File: src/sv/phd_pkg.sv
// Shared types and constants for the packet header hash distributor.
// Used by the byte parser, the modulo unit and the top level; no dependencies.
`timescale 1ns / 1ps

package phd_pkg;

  // Frame and protocol constants.
  localparam int unsigned MAX_VLAN_TAGS = 4;
  localparam int unsigned MAX_DESTS     = 32;
  localparam int unsigned HASH_W        = 32;
  localparam int unsigned IDX_W         = 5;
  localparam int unsigned SLV_W         = 6;
  localparam int unsigned CNT_W         = 5;

  localparam logic [15:0] ETH_VLAN     = 16'h8100;
  localparam logic [15:0] ETH_IPV4     = 16'h0800;
  localparam logic [15:0] ETH_IPV6     = 16'h86DD;
  localparam logic [7:0]  ETH_HDR_LEN  = 8'd14;
  localparam logic [15:0] IPV4_HDR_LEN = 16'd20;
  localparam logic [15:0] IPV6_HDR_LEN = 16'd40;

  // Configuration register indexes.
  localparam logic CFG_HASH_MODE  = 1'b0;
  localparam logic CFG_DEST_COUNT = 1'b1;

  // Hash modes.
  typedef enum logic [1:0] {
    MODE_IP     = 2'd0,
    MODE_MAC    = 2'd1,
    MODE_PROTO  = 2'd2,
    MODE_FANOUT = 2'd3
  } phd_mode_e;

  // Modulo unit states.
  typedef enum logic [1:0] {
    MOD_IDLE,
    MOD_RUN,
    MOD_DONE
  } phd_mod_state_e;

  // Finished frame handed from the parser to the modulo unit.
  typedef struct packed {
    logic              valid;
    logic [HASH_W-1:0] hash;
    logic [SLV_W-1:0]  slaves;
    logic              fanout;
  } phd_frame_t;

  // Result handed from the modulo unit to the output register.
  typedef struct packed {
    logic [HASH_W-1:0] hash;
    logic [IDX_W-1:0]  idx;
    logic [HASH_W-1:0] mask;
  } phd_result_t;

endpackage

File: src/sv/phd_parser.sv
// Byte-wise frame parser: VLAN skipping, address and protocol gathering, hash sum.
// Depends on phd_pkg.
`timescale 1ns / 1ps

module phd_parser (
  input  logic                     clk_i,
  input  logic                     rst_ni,
  input  logic                     accept_i,
  input  logic [7:0]               data_byte_i,
  input  logic                     last_byte_i,
  input  phd_pkg::phd_mode_e       mode_i,
  input  logic [phd_pkg::SLV_W-1:0] dest_count_i,
  output phd_pkg::phd_frame_t      frame_o
);

  logic [15:0] pos_q, pos_d;
  logic [15:0] kind_q, kind_d;
  logic [7:0]  l3_q, l3_d;
  logic [2:0]  tags_q, tags_d;
  logic [31:0] accum_q, accum_d;
  logic [31:0] gather_q, gather_d;
  logic [7:0]  proto_q, proto_d;

  logic [16:0] pos_ext;
  logic [16:0] l3_ext;
  logic [15:0] off;
  logic [15:0] kind_lo;
  logic [31:0] word_new;
  logic        word_done;
  logic        mac_hit;
  logic [31:0] addend;
  logic [15:0] need;
  logic        len_ok;
  logic [31:0] final_hash;

  // Next header state for the byte on the input.
  always_comb begin
    pos_ext   = {1'b0, pos_q};
    l3_ext    = {9'd0, l3_q};
    off       = pos_q - {8'd0, l3_q};
    kind_lo   = {kind_q[15:8], data_byte_i};
    kind_d    = kind_q;
    l3_d      = l3_q;
    tags_d    = tags_q;
    gather_d  = gather_q;
    proto_d   = proto_q;
    word_new  = gather_q;
    word_done = 1'b0;

    if (pos_ext + 17'd2 == l3_ext) begin
      kind_d = {data_byte_i, 8'h00};
    end else if (pos_ext + 17'd1 == l3_ext) begin
      kind_d = kind_lo;
      if (kind_lo == phd_pkg::ETH_VLAN && tags_q < 3'(phd_pkg::MAX_VLAN_TAGS)) begin
        tags_d = tags_q + 3'd1;
        l3_d   = l3_q + 8'd4;
      end
    end else if (pos_q >= {8'd0, l3_q}) begin
      if (kind_q == phd_pkg::ETH_IPV4) begin
        if (off == 16'd9) proto_d = data_byte_i;
        if (off >= 16'd12 && off < 16'd20) begin
          // Big-endian word: shift earlier bytes up.
          word_new  = (off[1:0] == 2'd0) ? {24'd0, data_byte_i}
                                         : {gather_q[23:0], data_byte_i};
          word_done = (off[1:0] == 2'd3);
          gather_d  = word_done ? 32'd0 : word_new;
        end
      end else if (kind_q == phd_pkg::ETH_IPV6) begin
        if (off == 16'd6) proto_d = data_byte_i;
        if (off >= 16'd8 && off < 16'd40) begin
          // Little-endian word: each byte lands above the earlier ones.
          word_new  = (off[1:0] == 2'd0) ? {24'd0, data_byte_i}
                    : (gather_q | ({24'd0, data_byte_i} << {off[1:0], 3'b000}));
          word_done = (off[1:0] == 2'd3);
          gather_d  = word_done ? 32'd0 : word_new;
        end
      end
    end
  end

  // Single adder shared by the MAC byte sum and the address word sum.
  always_comb begin
    mac_hit = (mode_i == phd_pkg::MODE_MAC) &&
              ((pos_q >= 16'd3 && pos_q <= 16'd5) || (pos_q >= 16'd9 && pos_q <= 16'd11));
    if (mac_hit) begin
      addend = {24'd0, data_byte_i};
    end else if (word_done && mode_i == phd_pkg::MODE_IP) begin
      addend = word_new;
    end else begin
      addend = 32'd0;
    end
    accum_d = accum_q + addend;
    pos_d   = (pos_q != 16'hFFFF) ? pos_q + 16'd1 : pos_q;
  end

  // Frame hash as seen after the last byte has been taken.
  always_comb begin
    if (kind_d == phd_pkg::ETH_IPV6) begin
      need = {8'd0, l3_d} + phd_pkg::IPV6_HDR_LEN;
    end else begin
      need = {8'd0, l3_d} + phd_pkg::IPV4_HDR_LEN;
    end
    len_ok = (pos_d >= need) &&
             (kind_d == phd_pkg::ETH_IPV4 || kind_d == phd_pkg::ETH_IPV6);
    unique case (mode_i)
      phd_pkg::MODE_MAC:    final_hash = accum_d;
      phd_pkg::MODE_IP:     final_hash = len_ok ? accum_d : 32'd0;
      phd_pkg::MODE_PROTO:  final_hash = len_ok ? {24'd0, proto_d} : 32'd0;
      phd_pkg::MODE_FANOUT: final_hash = 32'd0;
      default:              final_hash = 32'd0;
    endcase
  end

  // Finished frame description, with the destination count clamped.
  always_comb begin
    frame_o.valid  = accept_i && last_byte_i;
    frame_o.hash   = final_hash;
    frame_o.fanout = (mode_i == phd_pkg::MODE_FANOUT);
    if (dest_count_i == '0) begin
      frame_o.slaves = phd_pkg::SLV_W'(1);
    end else if (dest_count_i > phd_pkg::SLV_W'(phd_pkg::MAX_DESTS)) begin
      frame_o.slaves = phd_pkg::SLV_W'(phd_pkg::MAX_DESTS);
    end else begin
      frame_o.slaves = dest_count_i;
    end
  end

  // Header state registers; cleared after each last byte.
  always_ff @(posedge clk_i or negedge rst_ni) begin
    if (!rst_ni) begin
      pos_q    <= '0;
      kind_q   <= '0;
      l3_q     <= phd_pkg::ETH_HDR_LEN;
      tags_q   <= '0;
      accum_q  <= '0;
      gather_q <= '0;
      proto_q  <= '0;
    end else if (accept_i) begin
      if (last_byte_i) begin
        pos_q    <= '0;
        kind_q   <= '0;
        l3_q     <= phd_pkg::ETH_HDR_LEN;
        tags_q   <= '0;
        accum_q  <= '0;
        gather_q <= '0;
        proto_q  <= '0;
      end else begin
        pos_q    <= pos_d;
        kind_q   <= kind_d;
        l3_q     <= l3_d;
        tags_q   <= tags_d;
        accum_q  <= accum_d;
        gather_q <= gather_d;
        proto_q  <= proto_d;
      end
    end
  end

endmodule

File: src/sv/phd_mod_unit.sv
// Iterative restoring modulo unit: hash mod destination count, one bit a cycle.
// Depends on phd_pkg.
`timescale 1ns / 1ps

module phd_mod_unit (
  input  logic                 clk_i,
  input  logic                 rst_ni,
  input  phd_pkg::phd_frame_t  frame_i,
  input  logic                 release_i,
  output logic                 busy_o,
  output logic                 done_o,
  output phd_pkg::phd_result_t result_o
);

  phd_pkg::phd_mod_state_e state_q, state_d;

  logic [phd_pkg::HASH_W-1:0] hash_q;
  logic [phd_pkg::HASH_W-1:0] div_q;
  logic [phd_pkg::IDX_W-1:0]  rem_q;
  logic [phd_pkg::SLV_W-1:0]  n_q;
  logic                       fanout_q;
  logic [phd_pkg::CNT_W-1:0]  cnt_q;

  logic [phd_pkg::SLV_W-1:0]  trial;
  logic                       fits;
  logic                       last_step;

  // One restoring step: bring in the next dividend bit and subtract if it fits.
  always_comb begin
    trial     = {rem_q, div_q[phd_pkg::HASH_W-1]};
    fits      = (trial >= n_q);
    last_step = (cnt_q == phd_pkg::CNT_W'(phd_pkg::HASH_W - 1));
  end

  // Next state.
  always_comb begin
    state_d = state_q;
    unique case (state_q)
      phd_pkg::MOD_IDLE: if (frame_i.valid) state_d = phd_pkg::MOD_RUN;
      phd_pkg::MOD_RUN:  if (last_step) state_d = phd_pkg::MOD_DONE;
      phd_pkg::MOD_DONE: if (release_i) state_d = phd_pkg::MOD_IDLE;
      default:           state_d = phd_pkg::MOD_IDLE;
    endcase
  end

  // Outputs.
  always_comb begin
    busy_o          = (state_q != phd_pkg::MOD_IDLE);
    done_o          = (state_q == phd_pkg::MOD_DONE);
    result_o.hash   = hash_q;
    result_o.idx    = rem_q;
    if (fanout_q) begin
      result_o.mask = ~({phd_pkg::HASH_W{1'b1}} << n_q);
    end else begin
      result_o.mask = phd_pkg::HASH_W'(1) << rem_q;
    end
  end

  always_ff @(posedge clk_i or negedge rst_ni) begin
    if (!rst_ni) begin
      state_q <= phd_pkg::MOD_IDLE;
      cnt_q   <= '0;
    end else begin
      state_q <= state_d;
      if (state_q == phd_pkg::MOD_RUN) begin
        cnt_q <= cnt_q + phd_pkg::CNT_W'(1);
      end else begin
        cnt_q <= '0;
      end
    end
  end

  // Datapath registers: load on a new frame, iterate while running.
  always_ff @(posedge clk_i) begin
    if (state_q == phd_pkg::MOD_IDLE && frame_i.valid) begin
      hash_q   <= frame_i.hash;
      div_q    <= frame_i.hash;
      rem_q    <= '0;
      n_q      <= frame_i.slaves;
      fanout_q <= frame_i.fanout;
    end else if (state_q == phd_pkg::MOD_RUN) begin
      div_q <= {div_q[phd_pkg::HASH_W-2:0], 1'b0};
      rem_q <= fits ? phd_pkg::IDX_W'(trial - n_q) : phd_pkg::IDX_W'(trial);
    end
  end

  // The remainder stays below the divisor throughout the iteration.
  assert property (@(posedge clk_i) disable iff (!rst_ni)
    (state_q != phd_pkg::MOD_IDLE) |-> ({1'b0, rem_q} < n_q))
    else $error("phd_mod_unit: remainder not below divisor");

  // A new frame only arrives while the unit is free.
  assert property (@(posedge clk_i) disable iff (!rst_ni)
    frame_i.valid |-> (state_q == phd_pkg::MOD_IDLE))
    else $error("phd_mod_unit: frame arrived while busy");

  // The last step leads to the finished state.
  assert property (@(posedge clk_i) disable iff (!rst_ni)
    (state_q == phd_pkg::MOD_RUN && last_step) |=> (state_q == phd_pkg::MOD_DONE))
    else $error("phd_mod_unit: iteration did not finish");

  // Fan-out frames carry hash zero and therefore index zero.
  assert property (@(posedge clk_i) disable iff (!rst_ni)
    (done_o && fanout_q) |-> (hash_q == '0 && rem_q == '0))
    else $error("phd_mod_unit: fan-out result not zero");

endmodule

File: src/sv/packet_header_hash_distributor_unit.sv
// Each frame byte is taken while the input is not stalled; after the last byte
// the modulo unit steps through the dividend bits, one at a time, and the result
// then enters the output register once that register is free. Input is stalled
// from the last byte until the result has moved to the output register.
// Reset clears the parser state, the modulo sequencer and the output valid,
// and sets hash_mode to 0 and the destination count to 1.
`timescale 1ns / 1ps

module packet_header_hash_distributor_unit (
  input  logic                       clk_i,
  input  logic                       rst_ni,
  input  logic                       cfg_we_i,
  input  logic                       cfg_index_i,
  input  logic [phd_pkg::SLV_W-1:0]  cfg_wdata_i,
  input  logic                       in_valid_i,
  output logic                       in_stall_o,
  input  logic [7:0]                 data_byte_i,
  input  logic                       last_byte_i,
  output logic                       out_valid_o,
  input  logic                       out_stall_i,
  output logic [phd_pkg::HASH_W-1:0] hash_value_o,
  output logic [phd_pkg::IDX_W-1:0]  dest_index_o,
  output logic [phd_pkg::HASH_W-1:0] dest_mask_o
);

  phd_pkg::phd_mode_e         mode_q;
  logic [phd_pkg::SLV_W-1:0]  slaves_q;
  phd_pkg::phd_frame_t        frame;
  phd_pkg::phd_result_t       result;
  logic                       mod_busy;
  logic                       mod_done;
  logic                       in_accept;
  logic                       out_free;
  logic                       out_valid_q;
  phd_pkg::phd_result_t       out_q;

  // Configuration registers.
  always_ff @(posedge clk_i or negedge rst_ni) begin
    if (!rst_ni) begin
      mode_q   <= phd_pkg::MODE_IP;
      slaves_q <= phd_pkg::SLV_W'(1);
    end else if (cfg_we_i) begin
      unique case (cfg_index_i)
        phd_pkg::CFG_HASH_MODE:  mode_q   <= phd_pkg::phd_mode_e'(cfg_wdata_i[1:0]);
        phd_pkg::CFG_DEST_COUNT: slaves_q <= cfg_wdata_i;
        default:                 mode_q   <= mode_q;
      endcase
    end
  end

  // Handshake: items are held off while the modulo unit owns a frame.
  assign in_stall_o = mod_busy;
  assign in_accept  = in_valid_i && !in_stall_o;
  assign out_free   = !out_valid_q || !out_stall_i;

  phd_parser u_parser (
    .clk_i        (clk_i),
    .rst_ni       (rst_ni),
    .accept_i     (in_accept),
    .data_byte_i  (data_byte_i),
    .last_byte_i  (last_byte_i),
    .mode_i       (mode_q),
    .dest_count_i (slaves_q),
    .frame_o      (frame)
  );

  phd_mod_unit u_mod (
    .clk_i     (clk_i),
    .rst_ni    (rst_ni),
    .frame_i   (frame),
    .release_i (out_free),
    .busy_o    (mod_busy),
    .done_o    (mod_done),
    .result_o  (result)
  );

  // Output register.
  always_ff @(posedge clk_i or negedge rst_ni) begin
    if (!rst_ni) begin
      out_valid_q <= 1'b0;
    end else if (out_free) begin
      out_valid_q <= mod_done;
    end
  end

  always_ff @(posedge clk_i) begin
    if (out_free && mod_done) begin
      out_q <= result;
    end
  end

  assign out_valid_o  = out_valid_q;
  assign hash_value_o = out_q.hash;
  assign dest_index_o = out_q.idx;
  assign dest_mask_o  = out_q.mask;

endmodule
File: config.mk
export PLATFORM = sky130hd
export DESIGN_NAME = packet_header_hash_distributor_unit
export DESIGN_NICKNAME = d
export VERILOG_FILES = /design/src/sv/phd_pkg.sv /design/src/sv/phd_parser.sv /design/src/sv/phd_mod_unit.sv /design/src/sv/packet_header_hash_distributor_unit.sv
export SDC_FILE = /design/constraint.sdc
export NUM_CORES = 1
export LEC_CHECK = 0
export ABC_AREA = 1
export ABC_CLOCK_PERIOD_IN_PS = 5800
export BUFFER_PORTS_ARGS = -buffer_cell sky130_fd_sc_hd__buf_2
export CORE_MARGIN = 3
export CORE_UTILIZATION = 64
export CTS_BUF_LIST = sky130_fd_sc_hd__clkbuf_8
export DETAILED_ROUTE_END_ITERATION = 10
export GPL_ROUTABILITY_DRIVEN = 0
export PLACE_DENSITY = 0.88
export SYNTH_ARGS = -nofsm -noshare
export SYNTH_HDL_FRONTEND = slang
export SYNTH_SLANG_ARGS = --single-unit
File: constraint.sdc
create_clock -name clk_i -period 5.8 [get_ports clk_i]
set_input_delay 0.58 -clock clk_i [delete_from_list [all_inputs] [get_ports clk_i]]
set_output_delay 0.58 -clock clk_i [all_outputs]
set_load 0.01 [all_outputs]
==> results of run 1 <==
through the flow:
step	util [%]	power, mW	setup WS [ns]	setup TNS, ns	std cells
after global placement	68.5	6.23	0.258	0	2494
after floorplan	-	5.46	0.488	0	2113
after detailed placement	68.5	6.39	-0.0704	-0.0704	2494
after global routing	72.4	8.80	-0.0726	-0.362	2581
after CTS	71.9	8.10	0.0644	0	2577
final	72.4	8.26	0.377	0	2581
registers in the layout, indices dropped and copies added (netlist names), 6 cells and up:
register / cells
u_mod.div_q: 32
slaves_q: 6
u_mod.hash_q: 32
dest_mask_o: 32
u_parser.l3_q: 7
u_mod.n_q: 6
hash_value_o: 32
u_parser.kind_q: 16
u_parser.gather_q: 32
u_parser.accum_q: 32
u_parser.pos_q: 16
u_parser.proto_q: 8
area by class of cell:
| type | count | area share (%) |
|---|---|---|
| Multi-Input combinational cell | 1512 | 44.2 |
| Tap cell | 335 | 2.21 |
| Clock buffer | 53 | 3.85 |
| Clock inverter | 30 | 0.873 |
| Sequential cell | 275 | 40.0 |
| Inverter | 245 | 4.86 |
| Timing Repair Buffer | 131 | 4.01 |
report_power, final:
part | internal (mW) | leakage [nW] | switching [mW]
logic | 1.15 | 5.27 | 2.58
registers | 2.52 | 3.11 | 0.318
clock network | 0.884 | 0.507 | 0.800
layout by cell type (no fill, tap or decap), drive strengths merged, types with 26 or more instances in the layout:
cell / n
nand2: 541
inv: 253
nor2: 161
o21ai: 159
edfxtp: 140
nand3: 140
buf: 131
dfrtp: 126
a21oi: 124
ha: 63
o22ai: 61
clkbuf: 53
nand4: 48
xor2: 43
o211ai: 27
nor3: 26
metal layers:
| layer | track usage [%] | share of wire [%] | up-vias | wire length [um] |
|---|---|---|---|---|
| met3 | 6.55 | 12 | 251 | 5770 |
| met4 | 13.5 | 4.6 | 0 | 2200 |
| li1 | - | - | 7417 | - |
| met1 | 42.9 | 38 | 7456 | 18000 |
| met2 | 52.8 | 45 | 1216 | 21700 |
| met5 | 0 | 0 | - | 0 |
how the worst max path moves through the flow:
| stage | startpoint | slack (ns) | end |
|---|---|---|---|
| 2_1_floorplan | u_parser.l3_q[3] | 0.49 | u_mod.div_q[25] |
| 3_5_place_dp | u_parser.l3_q[3] | -0.07 | u_mod.div_q[25] |
| 4_1_cts | u_parser.l3_q[3] | 0.06 | u_mod.div_q[25] |
| 6_report | u_parser.pos_q[0] | 0.38 | u_mod.hash_q[30] |
| 5_1_grt | u_parser.l3_q[3] | -0.07 | u_mod.div_q[24] |
| 3_3_place_gp | u_parser.l3_q[3] | 0.26 | u_mod.div_q[25] |
timing repair:
item	4_1_cts	5_1_grt
resized for setup	1	32
endpoints found under the setup margin	1	82
setup buffers	0	4
pin swaps	0	5
cloned	0	0
kinds of logic after synthesis:
| logic type | count (synthesis) | synth area share, % |
|---|---|---|
| buf+inv | 326 | 7.51 |
| compound gates | 451 | 15.4 |
| simple gates | 937 | 24.8 |
| fa+ha+maj | 66 | 4.97 |
| xor+xnor | 55 | 2.86 |
| mux | 2 | 0.125 |
| other cells | 1 | 0.0220 |
| flops | 275 | 44.3 |
==> flow_summary.json, run 1 <==
{
  "outcome": "finished clean",
  "synth_edf_count": 140,
  "maxCapViolCount": 0,
  "arrival_ns": 5.74,
  "ant_nets": 0,
  "max-slew-margin-rel_pct": 34.7,
  "cp-start-kind": "flip-flop",
  "synth_common_cells": "nand2_1 (523), inv_1 (230), o21ai_0 (153)",
  "synth_top_area_share_pct": 24.6,
  "synthDistinctLibCells": 58,
  "synth_area_per_cell_sq_um": 8.08,
  "cp_common_cell": "ha_1",
  "drc": 0,
  "multi_input_area_sq_mm": 0.00837,
  "antenna_found_initial": 0,
  "criticalPathCategory": "flip-flop to flip-flop",
  "grt_pass1_vias": 15400,
  "rows": 59,
  "grt-ovfl-total": 0,
  "seq_area_sq_mm": 0.00756,
  "dominantRegCellSynth": "edfxtp_1",
  "dr.pass1.iters": 7,
  "r2r-end": "u_mod.hash_q[30]",
  "grt_max_degree": 74,
  "path_buf_inv": 3,
  "crit_path_max_incr_delay_ns": 0.48,
  "fin_skew_ns": 0.0319,
  "grt_first_pass_wirelength_um": 76500,
  "finalInstanceArea_sq_mm": 0.0189,
  "die-area_sq_mm": 0.0287,
  "core_area_sq_mm": 0.0261,
  "synth-warning-count": 0,
  "htreeDepth": 2,
  "drt_iter0_drc": 2496,
  "clock_latency_ns": 0.57,
  "crit_fanout": 26,
  "wire_per_inst_um": 18.5,
  "routed-via-count": 16300,
  "holdCritPathClass": "input port to asynchronous set/reset pin",
  "worstPathRequired_ns": 6.12,
  "r2r_start": "u_parser.pos_q[0]",
  "finalNetCount": 2298,
  "async_reset_ff_share_pct": 47.3,
  "end_kind": "flip-flop",
  "antenna_cells": 0,
  "fillCellCount": 1902,
  "grt_usage_pct": 32.4,
  "rrSetupSlack_ns": 0.38,
  "worst_pin_slew_ns": 0.980,
  "synth_seq_cells": 275,
  "fin_crit_sh_pct": 93.5,
  "yosysMostFrequentCell": "nand2_1",
  "fin_hold_ws_ns": 0.0704,
  "cp_slowest_cell": "dfrtp_2",
  "root_buffer": "clkbuf_8",
  "io_pins": 92,
  "max_freq_ghz": 0.184,
  "period_needed_ns": 5.42,
  "syn_area_sq_mm": 0.0171,
  "place_hpwl_um": 33500,
  "cp_top_family": "simple AND/OR/NAND/NOR gates",
  "via_per_inst": 6.33,
  "drive_gt1_share_pct": 13.7,
  "die_h_um": 169,
  "synth-seq-area-share_pct": 44.3,
  "setup_viol": 0,
  "vdd_drop_max_v": 0.000375,
  "powerDensity_mw_per_mm2": 436,
  "cts-buffers-inserted": 46,
  "cts_hold_buf": 0,
  "cts_sinks": 275,
  "hold_viol": 0,
  "cts_buffer_depth": 3,
  "yosys.area.top_type": "edfxtp_1",
  "slew_violations": 0,
  "areaGrowthSynthToFinish_pct": 10.8,
  "cp.depth": 26,
  "dpl_cell_area_sq_mm": 0.0179,
  "wirelength_um": 47600,
  "power.leakage_nw": 8.89,
  "initial_core_util_pct": 65.4,
  "synthesis.nets": 2200,
  "reg2regPathDepth": 26,
  "synthesis.instances": 2113,
  "numPortBuffers": 91,
  "die_w_um": 169,
  "synthTopCellsByArea": "edfxtp_1 (25%), dfrtp_1 (18%), nand2_1 (11%)",
  "clk_pin_slew_worst_paths_ns": 0.07,
  "cts_tree": "yes"
}
Note: power is estimated with default switching activity, not from simulation.
==> run 2: changes to the inputs <==
--- a/config.mk
+++ b/config.mk
@@ -6,7 +6,7 @@
 export NUM_CORES = 1
 export LEC_CHECK = 0
 export ABC_AREA = 1
-export ABC_CLOCK_PERIOD_IN_PS = 5800
+export ABC_CLOCK_PERIOD_IN_PS = 6000
 export BUFFER_PORTS_ARGS = -buffer_cell sky130_fd_sc_hd__buf_2
 export CORE_MARGIN = 3
 export CORE_UTILIZATION = 64
==> constraint.sdc (replaced) <==
create_clock -name clk_i -period 6 [get_ports clk_i]
set_input_delay 0.6 -clock clk_i [delete_from_list [all_inputs] [get_ports clk_i]]
set_output_delay 0.6 -clock clk_i [all_outputs]
set_load 0.01 [all_outputs]
==> run 2 against run 1 <==
Net effect:
- wire length decreased by 0.58%
- setup slack worse by 0.13 ns
- count of clock-buffer cells in the layout rose by 3
- global-route usage decreased by 0.14 points
- sequential share of layout area is essentially flat
- total power is 3.0% lower
- final cell count down 0.23%
- cell area hardly changed
- register-to-register slack lost 0.13 ns
- critical path type unchanged
- critical endpoint is now u_mod.hash_q[28]
- largest cell class unchanged
==> flow_summary.json, run 2 (synthesis results as in run 1) <==
{
  "fin_hold_ws_ns": 0.0645,
  "fin_skew_ns": 0.0391,
  "finalNetCount": 2290,
  "final_core_util_pct": 72.4,
  "power_mw": 8.02,
  "outcome": "finished clean",
  "powerDensity_mw_per_mm2": 424,
  "fin_crit_sh_pct": 95.8,
  "drc": 0,
  "placed_cells": 2489,
  "stdcell_count": 2575,
  "dpl_cell_area_sq_mm": 0.0179,
  "r2r-end": "u_mod.hash_q[28]",
  "reg2regPathDepth": 33,
  "numPortBuffers": 91,
  "rows": 59,
  "antenna_found_initial": 0,
  "mostFrequentLayoutCell": "nand2_1",
  "worstPathRequired_ns": 6.44,
  "pre_cts_ws_ns": 0.0509,
  "grt_pass1_vias": 15500,
  "slew_violations": 0,
  "max-slew-margin-rel_pct": 35.9,
  "areaGrowthSynthToFinish_pct": 10.8,
  "finalInstanceArea_sq_mm": 0.0189,
  "cts-buffers-inserted": 45,
  "initial_core_util_pct": 65.4,
  "via_per_inst": 6.34,
  "die_w_um": 169,
  "io_pins": 92,
  "setup_viol": 0,
  "dr.pass1.iters": 9,
  "hold_viol": 0,
  "wirelength_um": 47400,
  "ant_nets": 0,
  "routed-via-count": 16300,
  "grt-ovfl-total": 0,
  "cts_hold_buf": 0,
  "htreeDepth": 2,
  "clk_pin_slew_worst_paths_ns": 0.07,
  "vdd_drop_max_v": 0.000283,
  "mostFrequentLayoutCells": "nand2_1 (522), inv_1 (246), o21ai_0 (146), edfxtp_1 (140), nor2_1 (133)",
  "worst_pin_slew_ns": 0.962,
  "grtUsageMet1_pct": 43.3,
  "die_h_um": 169,
  "max_freq_ghz": 0.174,
  "period_needed_ns": 5.75,
  "drive_gt1_share_pct": 13.4,
  "criticalPathCategory": "flip-flop to flip-flop",
  "cts_sinks": 275,
  "crit_path_max_incr_delay_ns": 0.59,
  "cts_buffer_depth": 3,
  "cp-start-kind": "flip-flop",
  "r2r_start": "u_parser.l3_q[2]",
  "cts_tree": "yes",
  "wire_per_inst_um": 18.4,
  "setup_tns_ns": 0,
  "root_buffer": "clkbuf_8",
  "grt_max_degree": 75,
  "drt_iter0_drc": 2854,
  "place_hpwl_um": 33500,
  "holdCritPathClass": "input port to asynchronous set/reset pin",
  "grt_first_pass_wirelength_um": 76300,
  "worst_slack_ns": 0.249,
  "crit_fanout": 20,
  "die-area_sq_mm": 0.0287,
  "power.leakage_nw": 8.91,
  "maxCapViolCount": 0,
  "startpoint": "u_parser.l3_q[2]",
  "critPathCapture": "u_mod.hash_q[28]",
  "grt_usage_pct": 32.3,
  "core_area_sq_mm": 0.0261,
  "clock_latency_ns": 0.58,
  "rrSetupSlack_ns": 0.25,
  "use_met3_pct": 6.45,
  "arrival_ns": 6.19,
  "end_kind": "flip-flop",
  "top_usage_layer": "met2",
  "cp_slowest_cell": "dfstp_2",
  "cp_common_cell": "nand2_1",
  "grt_use_met2_pct": 51.2,
  "antenna_cells": 0
}
run 2: cell count changes in the layout (fill, tap and decap cells not counted), moves of 3 or more:
cell      change
inv_1         +5
clkinv_1      -7
buf_4         -7
clkbuf_8      +3
run 2: what timing repair did:
action | 4_1_cts | 5_1_grt
setup endpoints to repair | 0 | 83
gates resized for setup | 0 | 29
buffers inserted | 0 | 2
endpoints found under the hold margin | 0 | 0
run 2: cell type report:
type	count	area [sq um]
clock buffers	56	771
clock inverters	28	191
fillers	1880	7210
inverters	245	920
multi-input cells	1512	8360
flip-flops and latches	275	7560
well taps	335	419
repair buffers	124	706
run 2: worst min-delay path by stage:
stage	start	endpoint
2_1_floorplan	rst_ni	mode_q[0]
3_3_place_gp	u_mod.hash_q[4]	hash_value_o[4]
3_5_place_dp	u_mod.hash_q[11]	hash_value_o[11]
4_1_cts	rst_ni	u_parser.accum_q[18]
5_1_grt	rst_ni	u_parser.accum_q[18]
6_report	rst_ni	u_parser.accum_q[18]
run 2: critical path, delay by kind of cell, from the launching register on:
kind | cells | cell delay [ns]
adder cells (fa/ha/maj) | 3 | 0.94
flip-flops | 1 | 0.59
XOR/XNOR | 1 | 0.30
AO/OA/AOI/OAI | 7 | 1.29
buffers and inverters | 3 | 0.42
AND/OR/NAND/NOR | 19 | 2.09
run 2: report_power, final:
group	switching [mW]	internal, mW
Sequential	0.309	2.44
Combinational	2.45	1.09
Clock	0.782	0.938
Total	3.55	4.47
run 2: per-layer routing:
| layer | up-vias | wire [um] |
|---|---|---|
| met5 | - | 0 |
| met4 | 0 | 2310 |
| met3 | 251 | 5310 |
| met2 | 1177 | 21600 |
| met1 | 7452 | 18100 |
| li1 | 7434 | - |
